## config.mk

```make
export PLATFORM = sky130hd
export DESIGN_NAME = decimal_digit_multiplier
export DESIGN_NICKNAME = d
export VERILOG_FILES = /design/src/rtl/ddm_pkg.sv /design/src/rtl/ddm_sequencer.sv /design/src/rtl/decimal_digit_multiplier.sv
export SDC_FILE = /design/constraint.sdc
export NUM_CORES = 1
export LEC_CHECK = 0
export BUFFER_PORTS_ARGS = -buffer_cell sky130_fd_sc_hd__buf_2
export CAP_MARGIN = 20
export CORE_ASPECT_RATIO = 0.9
export CORE_MARGIN = 3
export CORE_UTILIZATION = 45
export CTS_CLUSTER_SIZE = 40
export DETAILED_ROUTE_END_ITERATION = 10
export HOLD_SLACK_MARGIN = 0.02
export PLACE_DENSITY_LB_ADDON = 0.2
export SYNTH_ARGS = -nofsm -noshare
export SYNTH_HDL_FRONTEND = slang
export SYNTH_SLANG_ARGS = --single-unit
```

## constraint.sdc

```tcl
create_clock -name clock -period 9.2 [get_ports clock]
set_clock_uncertainty 0.05 [all_clocks]
set_input_delay 1.84 -clock clock [delete_from_list [all_inputs] [get_ports clock]]
set_output_delay 1.84 -clock clock [all_outputs]
set_load 0.02 [all_outputs]
```

## src/rtl/ddm_pkg.sv

```systemverilog
// ----------------------------------------------------------------------------
// ddm_pkg: shared types, request codes and microcode program
// Payload structs, the control word format and the sequencer program
// for the decimal digit multiplier.
// ----------------------------------------------------------------------------
package ddm_pkg;

   // request codes
   localparam logic [1:0] REQ_LOAD_FIRST  = 2'd0;
   localparam logic [1:0] REQ_LOAD_SECOND = 2'd1;
   localparam logic [1:0] REQ_START       = 2'd2;

   localparam logic [3:0] MAX_DIGIT_VALUE = 4'd9;

   typedef struct packed {
      logic [1:0] req_type;
      logic [3:0] digit;
   } req_item_type;

   typedef struct packed {
      logic [3:0] product_digit;
      logic       last;
      logic       overflow;
   } rsp_item_type;

   // microcode
   localparam int PC_W = 4;

   typedef enum logic [3:0] {
      OP_NOP,
      OP_CLR_INIT,   // k = 0
      OP_CLR,        // acc[k] = 0, k++
      OP_ROW_INIT,   // i = 0
      OP_ROW_RD,     // read second[n2-1-i], j = 0, carry = 0
      OP_ISSUE,      // read first[n1-1-j], acc[i+j]
      OP_MAC,        // acc[i+j] = sum % 10, carry = sum / 10, j++
      OP_CARRY,      // acc[i+n1] = carry, i++
      OP_SCAN_INIT,  // k = top of accumulator
      OP_ACC_RD,     // read acc[k]
      OP_K_DEC,      // k--
      OP_EMIT,       // present acc digit
      OP_DONE        // clear lengths and overflow, go idle
   } op_type;

   typedef enum logic [2:0] {
      COND_NEVER,
      COND_ALWAYS,
      COND_K_NOT_LAST,
      COND_EMPTY,
      COND_J_NOT_LAST,
      COND_I_NOT_LAST,
      COND_SCAN_HIT,
      COND_K_ZERO
   } cond_type;

   typedef struct packed {
      op_type          op;
      cond_type        cond;
      logic [PC_W-1:0] target;
   } ctrl_word_type;

   typedef struct packed {
      logic k_last;
      logic k_zero;
      logic empty;
      logic j_last;
      logic i_last;
      logic acc_nonzero;
   } seq_flags_type;

   // step addresses
   localparam logic [PC_W-1:0] STEP_CLR_INIT  = 4'd0;
   localparam logic [PC_W-1:0] STEP_CLR       = 4'd1;
   localparam logic [PC_W-1:0] STEP_ROW_INIT  = 4'd2;
   localparam logic [PC_W-1:0] STEP_ROW_RD    = 4'd3;
   localparam logic [PC_W-1:0] STEP_ISSUE     = 4'd4;
   localparam logic [PC_W-1:0] STEP_MAC       = 4'd5;
   localparam logic [PC_W-1:0] STEP_CARRY     = 4'd6;
   localparam logic [PC_W-1:0] STEP_SCAN_INIT = 4'd7;
   localparam logic [PC_W-1:0] STEP_SCAN_RD   = 4'd8;
   localparam logic [PC_W-1:0] STEP_SCAN_TST  = 4'd9;
   localparam logic [PC_W-1:0] STEP_SCAN_DEC  = 4'd10;
   localparam logic [PC_W-1:0] STEP_EMIT_RD   = 4'd11;
   localparam logic [PC_W-1:0] STEP_EMIT      = 4'd12;
   localparam logic [PC_W-1:0] STEP_EMIT_DEC  = 4'd13;
   localparam logic [PC_W-1:0] STEP_DONE      = 4'd14;

   function automatic ctrl_word_type ucode(input logic [PC_W-1:0] pc);
      ctrl_word_type w;
      w = '{op: OP_DONE, cond: COND_NEVER, target: STEP_DONE};
      case (pc)
         STEP_CLR_INIT:  w = '{OP_CLR_INIT,  COND_NEVER,      STEP_CLR_INIT};
         STEP_CLR:       w = '{OP_CLR,       COND_K_NOT_LAST, STEP_CLR};
         STEP_ROW_INIT:  w = '{OP_ROW_INIT,  COND_EMPTY,      STEP_SCAN_INIT};
         STEP_ROW_RD:    w = '{OP_ROW_RD,    COND_NEVER,      STEP_ROW_RD};
         STEP_ISSUE:     w = '{OP_ISSUE,     COND_NEVER,      STEP_ISSUE};
         STEP_MAC:       w = '{OP_MAC,       COND_J_NOT_LAST, STEP_ISSUE};
         STEP_CARRY:     w = '{OP_CARRY,     COND_I_NOT_LAST, STEP_ROW_RD};
         STEP_SCAN_INIT: w = '{OP_SCAN_INIT, COND_NEVER,      STEP_SCAN_INIT};
         STEP_SCAN_RD:   w = '{OP_ACC_RD,    COND_NEVER,      STEP_SCAN_RD};
         STEP_SCAN_TST:  w = '{OP_NOP,       COND_SCAN_HIT,   STEP_EMIT_RD};
         STEP_SCAN_DEC:  w = '{OP_K_DEC,     COND_ALWAYS,     STEP_SCAN_RD};
         STEP_EMIT_RD:   w = '{OP_ACC_RD,    COND_NEVER,      STEP_EMIT_RD};
         STEP_EMIT:      w = '{OP_EMIT,      COND_K_ZERO,     STEP_DONE};
         STEP_EMIT_DEC:  w = '{OP_K_DEC,     COND_ALWAYS,     STEP_EMIT_RD};
         STEP_DONE:      w = '{OP_DONE,      COND_NEVER,      STEP_DONE};
         default:        w = '{OP_DONE,      COND_NEVER,      STEP_DONE};
      endcase
      return w;
   endfunction

   // quotient by ten for sums up to 99
   function automatic logic [3:0] div10(input logic [6:0] x);
      logic [3:0] q;
      q = '0;
      for (int t = 1; t <= 9; t++) begin
         if (x >= 7'(10 * t)) q = 4'(t);
      end
      return q;
   endfunction

endpackage

```

## src/rtl/ddm_sequencer.sv

```systemverilog
// ----------------------------------------------------------------------------
// ddm_sequencer: microcode step counter
// Fetches one control word per step and resolves conditional jumps.
// ----------------------------------------------------------------------------
module ddm_sequencer (
   input  logic                   clock,
   input  logic                   reset,
   input  logic                   launch,
   input  ddm_pkg::seq_flags_type flags,
   output logic                   active,
   output ddm_pkg::ctrl_word_type ctrl
);
   import ddm_pkg::*;

   logic [PC_W-1:0] pc_ff, pc_in;
   logic            active_ff, active_in;
   ctrl_word_type   word;
   logic            take;

   assign word = ucode(pc_ff);

   always_comb begin
      case (word.cond)
         COND_NEVER:      take = 1'b0;
         COND_ALWAYS:     take = 1'b1;
         COND_K_NOT_LAST: take = !flags.k_last;
         COND_EMPTY:      take = flags.empty;
         COND_J_NOT_LAST: take = !flags.j_last;
         COND_I_NOT_LAST: take = !flags.i_last;
         COND_SCAN_HIT:   take = flags.acc_nonzero || flags.k_zero;
         COND_K_ZERO:     take = flags.k_zero;
         default:         take = 1'b0;
      endcase
   end

   always_comb begin
      pc_in     = pc_ff;
      active_in = active_ff;
      if (active_ff) begin
         pc_in = take ? word.target : pc_ff + PC_W'(1);
         if (word.op == OP_DONE) active_in = 1'b0;
      end else if (launch) begin
         pc_in     = STEP_CLR_INIT;
         active_in = 1'b1;
      end
   end

   always_ff @(posedge clock) begin
      if (reset) begin
         pc_ff     <= STEP_CLR_INIT;
         active_ff <= 1'b0;
      end else begin
         pc_ff     <= pc_in;
         active_ff <= active_in;
      end
   end

   assign active    = active_ff;
   assign ctrl.op   = active_ff ? word.op : OP_NOP;
   assign ctrl.cond = word.cond;
   assign ctrl.target = word.target;

endmodule

```

## src/rtl/decimal_digit_multiplier.sv

```systemverilog
// ----------------------------------------------------------------------------
// decimal_digit_multiplier: BCD schoolbook multiplier
// Loads two decimal operands digit by digit, multiplies them on request and
// streams the product out most significant digit first.
// ----------------------------------------------------------------------------
// Loads: busy stays low, next transfer may follow at once.
// Start: busy through the accumulator clear, the rows (none if an operand is empty),
//   the leading zero scan, the emit of each product digit and the final clear;
//   the digit loop of the shared multiply-add unit sets the pace.
// Results: one digit at a time, rsp_valid high for one cycle each;
//   the receiver cannot stall. Reset clears lengths, overflow and control;
//   the block clears itself the same way after every start.
module decimal_digit_multiplier #(
   parameter int MAX_DIGITS = 32
) (
   input  logic                  clock,
   input  logic                  reset,
   input  logic                  start,
   output logic                  busy,
   input  ddm_pkg::req_item_type req_data,
   output logic                  rsp_valid,
   output ddm_pkg::rsp_item_type rsp_data
);
   import ddm_pkg::*;

   localparam int LEN_W     = $clog2(MAX_DIGITS + 1);
   localparam int IDX_W     = (MAX_DIGITS > 1) ? $clog2(MAX_DIGITS) : 1;
   localparam int ACC_DEPTH = 2 * MAX_DIGITS;
   localparam int ACC_IDX_W = $clog2(ACC_DEPTH);

   // operand stores and product accumulator
   logic [3:0] first_mem  [MAX_DIGITS];
   logic [3:0] second_mem [MAX_DIGITS];
   logic [3:0] acc_mem    [ACC_DEPTH];

   logic [LEN_W-1:0]     first_len_ff, first_len_in;
   logic [LEN_W-1:0]     second_len_ff, second_len_in;
   logic                 overflow_ff, overflow_in;
   logic [IDX_W-1:0]     i_ff, i_in;
   logic [IDX_W-1:0]     j_ff, j_in;
   logic [ACC_IDX_W-1:0] k_ff, k_in;
   logic [3:0]           carry_ff, carry_in;
   logic [3:0]           first_rd_ff, second_rd_ff, acc_rd_ff;
   logic                 rsp_valid_ff, rsp_valid_in;
   rsp_item_type         rsp_data_ff, rsp_data_in;

   logic          seq_active;
   logic          launch;
   ctrl_word_type ctrl;
   seq_flags_type flags;

   // input transfer decode
   logic       accept;
   logic [3:0] load_digit;
   logic       load_first, load_second;

   assign accept      = start && !seq_active;
   assign launch      = accept && (req_data.req_type == REQ_START);
   assign load_digit  = (req_data.digit > MAX_DIGIT_VALUE) ? MAX_DIGIT_VALUE
                                                           : req_data.digit;
   assign load_first  = accept && (req_data.req_type == REQ_LOAD_FIRST);
   assign load_second = accept && (req_data.req_type == REQ_LOAD_SECOND);

   logic first_room, second_room;
   assign first_room  = first_len_ff  < LEN_W'(MAX_DIGITS);
   assign second_room = second_len_ff < LEN_W'(MAX_DIGITS);

   // address generation
   logic [LEN_W-1:0]     first_off, second_off;
   logic [IDX_W-1:0]     first_addr, second_addr;
   logic [ACC_IDX_W-1:0] acc_ij, acc_carry_addr;

   assign first_off      = first_len_ff - LEN_W'(1) - LEN_W'(j_ff);
   assign second_off     = second_len_ff - LEN_W'(1) - LEN_W'(i_ff);
   assign first_addr     = first_off[IDX_W-1:0];
   assign second_addr    = second_off[IDX_W-1:0];
   assign acc_ij         = ACC_IDX_W'(i_ff) + ACC_IDX_W'(j_ff);
   assign acc_carry_addr = ACC_IDX_W'(i_ff) + ACC_IDX_W'(first_len_ff);

   // multiply-add unit: digit * digit + accumulator digit + carry (max 99)
   logic [7:0] digit_prod;
   logic [6:0] mac_sum;
   logic [3:0] mac_quot;
   logic [6:0] mac_rem;

   assign digit_prod = second_rd_ff * first_rd_ff;
   assign mac_sum    = digit_prod[6:0] + 7'(acc_rd_ff) + 7'(carry_ff);
   assign mac_quot   = div10(mac_sum);
   assign mac_rem    = mac_sum - 7'({mac_quot, 3'b000}) - 7'({mac_quot, 1'b0});

   // status toward the sequencer
   assign flags.k_last      = k_ff == ACC_IDX_W'(ACC_DEPTH - 1);
   assign flags.k_zero      = k_ff == '0;
   assign flags.empty       = (first_len_ff == '0) || (second_len_ff == '0);
   assign flags.j_last      = LEN_W'(j_ff) == (first_len_ff - LEN_W'(1));
   assign flags.i_last      = LEN_W'(i_ff) == (second_len_ff - LEN_W'(1));
   assign flags.acc_nonzero = acc_rd_ff != '0;

   ddm_sequencer u_seq (
      .clock  (clock),
      .reset  (reset),
      .launch (launch),
      .flags  (flags),
      .active (seq_active),
      .ctrl   (ctrl)
   );

   assign busy = seq_active;

   // accumulator write port
   logic                 acc_we;
   logic [ACC_IDX_W-1:0] acc_waddr;
   logic [3:0]           acc_wdata;
   logic [ACC_IDX_W-1:0] acc_raddr;

   always_comb begin
      acc_we    = 1'b0;
      acc_waddr = k_ff;
      acc_wdata = '0;
      case (ctrl.op)
         OP_CLR: begin
            acc_we = 1'b1;
         end
         OP_MAC: begin
            acc_we    = 1'b1;
            acc_waddr = acc_ij;
            acc_wdata = mac_rem[3:0];
         end
         OP_CARRY: begin
            acc_we    = 1'b1;
            acc_waddr = acc_carry_addr;
            acc_wdata = carry_ff;
         end
         default: acc_we = 1'b0;
      endcase
   end

   assign acc_raddr = (ctrl.op == OP_ISSUE) ? acc_ij : k_ff;

   // datapath control
   always_comb begin
      first_len_in  = first_len_ff;
      second_len_in = second_len_ff;
      overflow_in   = overflow_ff;
      i_in          = i_ff;
      j_in          = j_ff;
      k_in          = k_ff;
      carry_in      = carry_ff;
      rsp_valid_in  = 1'b0;
      rsp_data_in   = rsp_data_ff;

      if (load_first) begin
         if (first_room) first_len_in = first_len_ff + LEN_W'(1);
         else overflow_in = 1'b1;
      end
      if (load_second) begin
         if (second_room) second_len_in = second_len_ff + LEN_W'(1);
         else overflow_in = 1'b1;
      end

      case (ctrl.op)
         OP_CLR_INIT:  k_in = '0;
         OP_CLR:       k_in = k_ff + ACC_IDX_W'(1);
         OP_ROW_INIT:  i_in = '0;
         OP_ROW_RD: begin
            j_in     = '0;
            carry_in = '0;
         end
         OP_MAC: begin
            j_in     = j_ff + IDX_W'(1);
            carry_in = mac_quot;
         end
         OP_CARRY:     i_in = i_ff + IDX_W'(1);
         OP_SCAN_INIT: k_in = ACC_IDX_W'(ACC_DEPTH - 1);
         OP_K_DEC:     k_in = k_ff - ACC_IDX_W'(1);
         OP_EMIT: begin
            rsp_valid_in              = 1'b1;
            rsp_data_in.product_digit = acc_rd_ff;
            rsp_data_in.last          = flags.k_zero;
            rsp_data_in.overflow      = overflow_ff;
         end
         OP_DONE: begin
            first_len_in  = '0;
            second_len_in = '0;
            overflow_in   = 1'b0;
         end
         default: k_in = k_ff;
      endcase
   end

   always_ff @(posedge clock) begin
      if (reset) begin
         first_len_ff  <= '0;
         second_len_ff <= '0;
         overflow_ff   <= 1'b0;
         rsp_valid_ff  <= 1'b0;
      end else begin
         first_len_ff  <= first_len_in;
         second_len_ff <= second_len_in;
         overflow_ff   <= overflow_in;
         rsp_valid_ff  <= rsp_valid_in;
      end
   end

   // loop counters and payload, no reset needed
   always_ff @(posedge clock) begin
      i_ff        <= i_in;
      j_ff        <= j_in;
      k_ff        <= k_in;
      carry_ff    <= carry_in;
      rsp_data_ff <= rsp_data_in;
   end

   // operand stores: one write, one registered read each
   always_ff @(posedge clock) begin
      if (load_first && first_room) first_mem[first_len_ff[IDX_W-1:0]] <= load_digit;
      if (ctrl.op == OP_ISSUE) first_rd_ff <= first_mem[first_addr];
   end

   always_ff @(posedge clock) begin
      if (load_second && second_room) second_mem[second_len_ff[IDX_W-1:0]] <= load_digit;
      if (ctrl.op == OP_ROW_RD) second_rd_ff <= second_mem[second_addr];
   end

   // accumulator: one write, one registered read
   always_ff @(posedge clock) begin
      if (acc_we) acc_mem[acc_waddr] <= acc_wdata;
      if ((ctrl.op == OP_ISSUE) || (ctrl.op == OP_ACC_RD)) acc_rd_ff <= acc_mem[acc_raddr];
   end

   assign rsp_valid = rsp_valid_ff;
   assign rsp_data  = rsp_data_ff;

endmodule
```

# After elaboration in Yosys (flattened, before gate mapping)
# Memories as Yosys holds them, arrays and structs flattened. A register that Yosys moved wholly into a read port is not among the register bits.
# Index checks and enable logic that the tools add are counted.
# word_totals
register_bits,45
ramBits,512
romBits,176
in_bits,9
output_inout_bits,8
wordCells,138
memories,4
# memory_table
name,words,word_bits,read_ports,rd_clocked_by_memory_dff,wr,line_no,text
acc_mem,64,4,1,1,1,decimal_digit_multiplier.sv:34,logic [3:0] acc_mem [ACC_DEPTH];
(name not given),16,11,1,1,0,ddm_pkg.sv:91,case (pc)
first_mem,32,4,1,1,1,decimal_digit_multiplier.sv:32,logic [3:0] first_mem [MAX_DIGITS];
second_mem,32,4,1,1,1,decimal_digit_multiplier.sv:33,logic [3:0] second_mem [MAX_DIGITS];
# classes
n_addsub,17
multipliers,1
order_cmp,12
n_eq_ne,25
n_mux,39
n_reduce_logical,27
# ops
op,n
$mux 4,15
$eq 4x4->1 const B,6
$pmux 6 s4,1
$ge 7x6->1 const B,3
$ge 7x7->1 const B,3
$pmux 5 s2,2
$add 6x1->6 const B,3
$logic_not 6->1,3
$sub 6x1->6 const B,3
$eq 4x3->1 const B,4
$mux 1,16
$pmux 4 s2,2
$add 7x4->7,2
$ge 7x5->1 const B,2
$eq 3x3->1 const B,4
$eq 5x6->1,2
$lt 6x6->1 const B,2
$pmux 6 s2,1
$add 5x1->5 const B,2
$sub 5x5->5,2
$eq 4x2->1 const B,2
$pmux 1 s8,1
$reduce_bool 4->1,2
$sub 4x4->4,2
other kinds (22),36

# Depth between registers and ports, before layout
# logic_depth
word_depth,16
ltp_mapped,20
depth_no_buf,20

# Cells and area by module
# Synthesis repeated with hierarchy kept, for this count alone.
# hier_totals
cells_unflattened,1641
hier_area_um2,26068.8
# by_module_without_submodules
module,instances,cells_each,area_each_um2,seq_area_each_um2
decimal_digit_multiplier,1,1517,24941.4,16796.1
ddm_sequencer,1,124,1127.3,320.3

# Worst setup path before layout
# Ideal clock, no wire load.
# synth_timing
path_kind,register to register
startpoint,register second_rd_ff[0] (read register of second_mem)
endpoint,memory acc_mem[0][3] (data pin)
setup_ns,0.552
arrival_time_ns,5.872
t_required_ns,8.598
path_slack_ns,2.725
stages_incl_launch_ff,18
path_buffers,1
synth_period_minus_slack_ns,6.475
cell_sequence,edfxtp_1 nand2_1 fa_1 fa_1 fa_1 inv_1 fa_1 xor2_1 clkbuf_1 nor2_1 a22o_1 nand2_1 nand2_1 ha_1 nand3_1 xor2_1 xnor2_1 o22ai_1
# synth_between
word_cells_on_any_way,24
cone_classes,4 x add/sub; 1 x mul; 9 x order compare; 10 x mux
# synth_rtl
item,line_no,text
start: declaration,decimal_digit_multiplier.sv:43,"logic [3:0] first_rd_ff, second_rd_ff, acc_rd_ff;"
$mul 4x4->7 (*),decimal_digit_multiplier.sv:86,assign digit_prod = second_rd_ff * first_rd_ff;
$add 7x4->7 (*) (2 in a row),decimal_digit_multiplier.sv:87,assign mac_sum = digit_prod[6:0] + 7'(acc_rd_ff) + 7'(carry_ff);
$ge 7x5->1,ddm_pkg.sv:117,if (x >= 7'(10 * t)) q = 4'(t);
$mux 4 (7 in a row),ddm_pkg.sv:117,
$mux 4 (*),ddm_pkg.sv:117,
net mac_quot[1],decimal_digit_multiplier.sv:83,logic [3:0] mac_quot;
$sub 4x4->4 (*),decimal_digit_multiplier.sv:89,"assign mac_rem = mac_sum - 7'({mac_quot, 3'b000}) - 7'({mac_quot, 1'b0});"
$pmux 4 s2 (*),decimal_digit_multiplier.sv:120,case (ctrl.op)
net acc_wdata[3],decimal_digit_multiplier.sv:113,logic [3:0] acc_wdata;
end: declaration,decimal_digit_multiplier.sv:34,
# The timed path passes the listed nets; every way through them passes the cells marked *.

# Final worst setup path
# layout_timing
startpoint,register second_rd_ff[1] (read register of second_mem)
endpoint,memory acc_mem[52][1] (data pin)
# layout_between
elab_chain_cells,15
word_cells_on_any_way,24
cone_classes,4 x add/sub; 1 x mul; 9 x order compare; 10 x mux
# layout_lines
item,line_no
$mul 4x4->7 (*),decimal_digit_multiplier.sv:86
$add 7x4->7 (*) (2 in a row),decimal_digit_multiplier.sv:87
$ge 7x4->1,ddm_pkg.sv:117
$mux 1,ddm_pkg.sv:117
$mux 4 (7 in a row),ddm_pkg.sv:117
$mux 4 (*),ddm_pkg.sv:117
net mac_quot[0],decimal_digit_multiplier.sv:83
$sub 4x4->4 (*),decimal_digit_multiplier.sv:89
$pmux 4 s2 (*),decimal_digit_multiplier.sv:120
net acc_wdata[1],decimal_digit_multiplier.sv:113
# Marked as above.

==> reports/results.md <==
| Parameter | Value | Unit |
|---|---|---|
| Data required time of the worst path | 9.50 | ns |
| Outcome | finished, final reports clean | - |
| Async set-reset flop share out of synthesis | 0 | - |
| Die footprint | 59900 | um^2 |
| Violation count after the first detailed-route iteration | 995 | - |
| Mapped Area | 25700 | um^2 |
| Sum Neg Setup Slack | 0 | ns |
| Placement row count | 82 | - |
| Peak supply drop | 171 | uV |
| Antenna violations before repair | 0 | - |
| Overall Global Routing Usage | 0.187 | - |
| Final antenna-violating net count | 0 | - |
| Detailed Routing Iterations Pass 1 | 5 | - |
| Fraction of the cycle the final worst path needs | 0.653 | - |
| Top library cells by usage in the layout, fill and taps aside | edfxtp_1 (550), nor2_1 (193), mux4_2 (127) | - |
| TritonCTS buffer count | 59 | - |
| Buffers added on ports | 16 | - |
| Mapped Nets | 1689 | - |
| Worst Setup Path Type | flip-flop to flip-flop | - |
| CTS Hold Buffers Added | 0 | - |
| Unique masters post-synth | 75 | - |
| Setup-violating endpoint count in the final report | 0 | - |
| Die Y-Extent | 233 | um |
| Count of pins on the block boundary | 17 | - |
| Post-Layout Inst Area | 28800 | um^2 |
| Max-Cap Viols | 0 | - |
| Number of global-route vias before repair | 14200 | - |
| Internal | 4.48 | mW |
| Number of synthesized flops with an enable pin | 550 | - |
| Layout cell share with drive strength beyond 1 | 0.186 | - |
| Crit. End Element | flip-flop | - |
| Slew of the pin with the lowest slew margin | 0.995 | ns |
| Kind of launch point of the worst setup path | flip-flop | - |
| Synthesis warning total | 0 | - |
| Final-report max-slew violation count | 0 | - |
| Via/cell ratio | 5.68 | - |
| Global-route wire length before repair | 85700 | um |
| Insertion delay to the later sink of the worst-skew pair | 0.62 | ns |
| TritonCTS clock tree | yes | - |
| Average wire per cell in the routed design | 22.5 | um |
| Final RePlAce weighted congestion | 0.786 | - |
| CP Max Fanout | 52 | - |
| Initial core utilization | 0.458 | - |
| Post-Syn Area per Cell | 15.9 | um^2 |
| Placed Area | 26700 | um^2 |
| Worst hold margin | 0.399 | ns |
| Time the worst path needs with I/O delays and setup | 6.00 | ns |
| Post-synthesis sequential area ratio | 0.667 | - |
| Clk buf depth | 3 | - |
| Num Clock Sinks | 580 | - |
| Cells after synthesis | 1610 | - |
| Switching portion of total power | 0.210 | - |
| Overall power of the completed layout | 5.67 | mW |
| Residual DRC count | 0 | - |
| Power share of the combinational group | 0.047 | - |
| Post-CTS Resized | 0 | - |
| Number of buffers added for setup after CTS | 0 | - |
| Width of the die | 258 | um |
| Post-route non-filler standard cell count | 2452 | - |
| Sequential share of power | 0.509 | - |
| Hold Violations, Final | 0 | - |
| Clock-pin slew on the worst setup and hold paths | 0.06 | ns |
| Number of cells after detailed placement | 2341 | - |
| Min-delay worst type | flip-flop to flip-flop | - |
| CTS H-Tree Depth | 2 | - |
| Overflow after GRT | 0 | - |
| Maximum frequency from static timing analysis | 167 | MHz |
| Number of nets at the end of the flow | 1726 | - |
| Ratio of total power to cell area | 197 | nW/um^2 |
| Primary flip-flop cell chosen by synthesis mapping | edfxtp_1 | - |
| Setup repair after global routing missed its margin | false | - |
| Vias | 13900 | - |
| Number of antenna diodes | 0 | - |
| Static power due to leakage | 9.99 | nW |
| Power dissipated by switching net loads | 1.19 | mW |
| Worst path arrival time | 6.31 | ns |
| Most common cell after layout, fill and taps aside | edfxtp_1 | - |
| Core area | 56000 | um^2 |
| HPWL after detailed placement | 35400 | um |
| Pin count of the biggest net entering global routing | 68 | - |
| Clock share of power | 0.444 | - |
| Tightest slew margin relative to the limit | 0.327 | - |
| Signed area change from the synthesized netlist to the final layout | 12.3 | % |
| Wire length reported by the detailed router | 55100 | um |
| Register bit total from synthesis | 580 | - |
| Clock tree root driver cell | clkbuf_16 | - |
-- Yosys cell counts (23+ instances only) --
cell	number	area (um^2)
xor2_1	23	201
xnor2_1	28	245
mux4_2	127	2860
clkbuf_1	43	161
mux2i_1	36	360
and2_1	29	181
nor2_1	193	724
edfxtp_1	550	16500
a21oi_1	49	245
inv_1	55	206
nand2_1	107	402
ha_1	54	676
dfxtp_1	30	601
-- routing by layer --
metal | track usage | up-vias | share of wire
met5 | 0 | - | 0
li1 | - | 6298 | -
met4 | 0.0546 | 0 | 0.024
met3 | 0.0316 | 86 | 0.057
met2 | 0.294 | 365 | 0.46
met1 | 0.272 | 7185 | 0.45
-- per-stage QoR --
step | util | setup WS (ns)
5_1_grt | 0.514 | 2.78
3_5_place_dp | 0.477 | 3.26
4_1_cts | 0.514 | 3.22
2_1_floorplan | - | 2.73
3_3_place_gp | 0.477 | 3.37
6_report | 0.514 | 3.20
-- final timing paths --
check / start / end / slack [ns] / cells after the start
max: second_rd_ff[1] / acc_mem[52][1] / 3.20 / 13
min: overflow_ff / rsp_data[0] / 0.40 / 0
max reg2reg: second_rd_ff[1] / acc_mem[52][1] / 3.20 / 13
min reg2reg: overflow_ff / rsp_data[0] / 0.40 / 0
-- sequential cells by signal, indices dropped and copies added, names as in the netlist --
register       count
i_ff               5
acc_mem          256
j_ff               5
second_mem       128
acc_rd_ff          4
first_rd_ff        4
u_seq.pc_ff        4
u_seq.active       1
overflow_ff        1
carry_ff           4
u_seq.word        11
second_rd_ff       4
rsp_valid          1
second_len_ff      6
rsp_data           6
k_ff               6
first_mem        128
first_len_ff       6
-- worst max-delay path, cell delays in order, from the launching register on --
cell	delay [ns]
edfxtp_1	0.43
nand2_1	0.12
fa_1	0.47
fa_1	0.53
fa_1	0.54
inv_1	0.07
fa_1	0.47
xor2_1	0.72
nand2_1	0.20
mux4_2	0.51
a211oi_1	0.40
ha_1	0.33
o22ai_4	0.36
buf_4	0.50
-- area by class of cell --
| class | count | area, um^2 |
|---|---|---|
| clock inverter | 47 | 549 |
| multi-input combinational | 905 | 8170 |
| timing repair buffer | 45 | 305 |
| fill | 4669 | 27200 |
| clock buffer | 63 | 1510 |
| inverter | 56 | 210 |
| tap | 756 | 946 |
| sequential | 580 | 17100 |
-- cells by family after synthesis --
logic type               synth area share
multiplexers                        0.134
AND/OR/NAND/NOR                    0.0750
adder cells (fa/ha/maj)            0.0392
XOR/XNOR                           0.0183
buffers and inverters              0.0200
AO/OA/AOI/OAI                      0.0465
flip-flops                          0.667
-- power groups by stage --
| stage | logic [mW] | registers, mW | clock network, mW |
|---|---|---|---|
| 3_3_place_gp | 0.265 | 2.94 | 0 |
| 4_1_cts | 0.271 | 2.88 | 2.57 |
| 3_5_place_dp | 0.269 | 2.94 | 0 |
| 6_report | 0.267 | 2.88 | 2.52 |
| 5_1_grt | 0.292 | 2.88 | 2.69 |
| 2_1_floorplan | 0.183 | 2.94 | 0 |
Power figures use the tool's default switching activity.
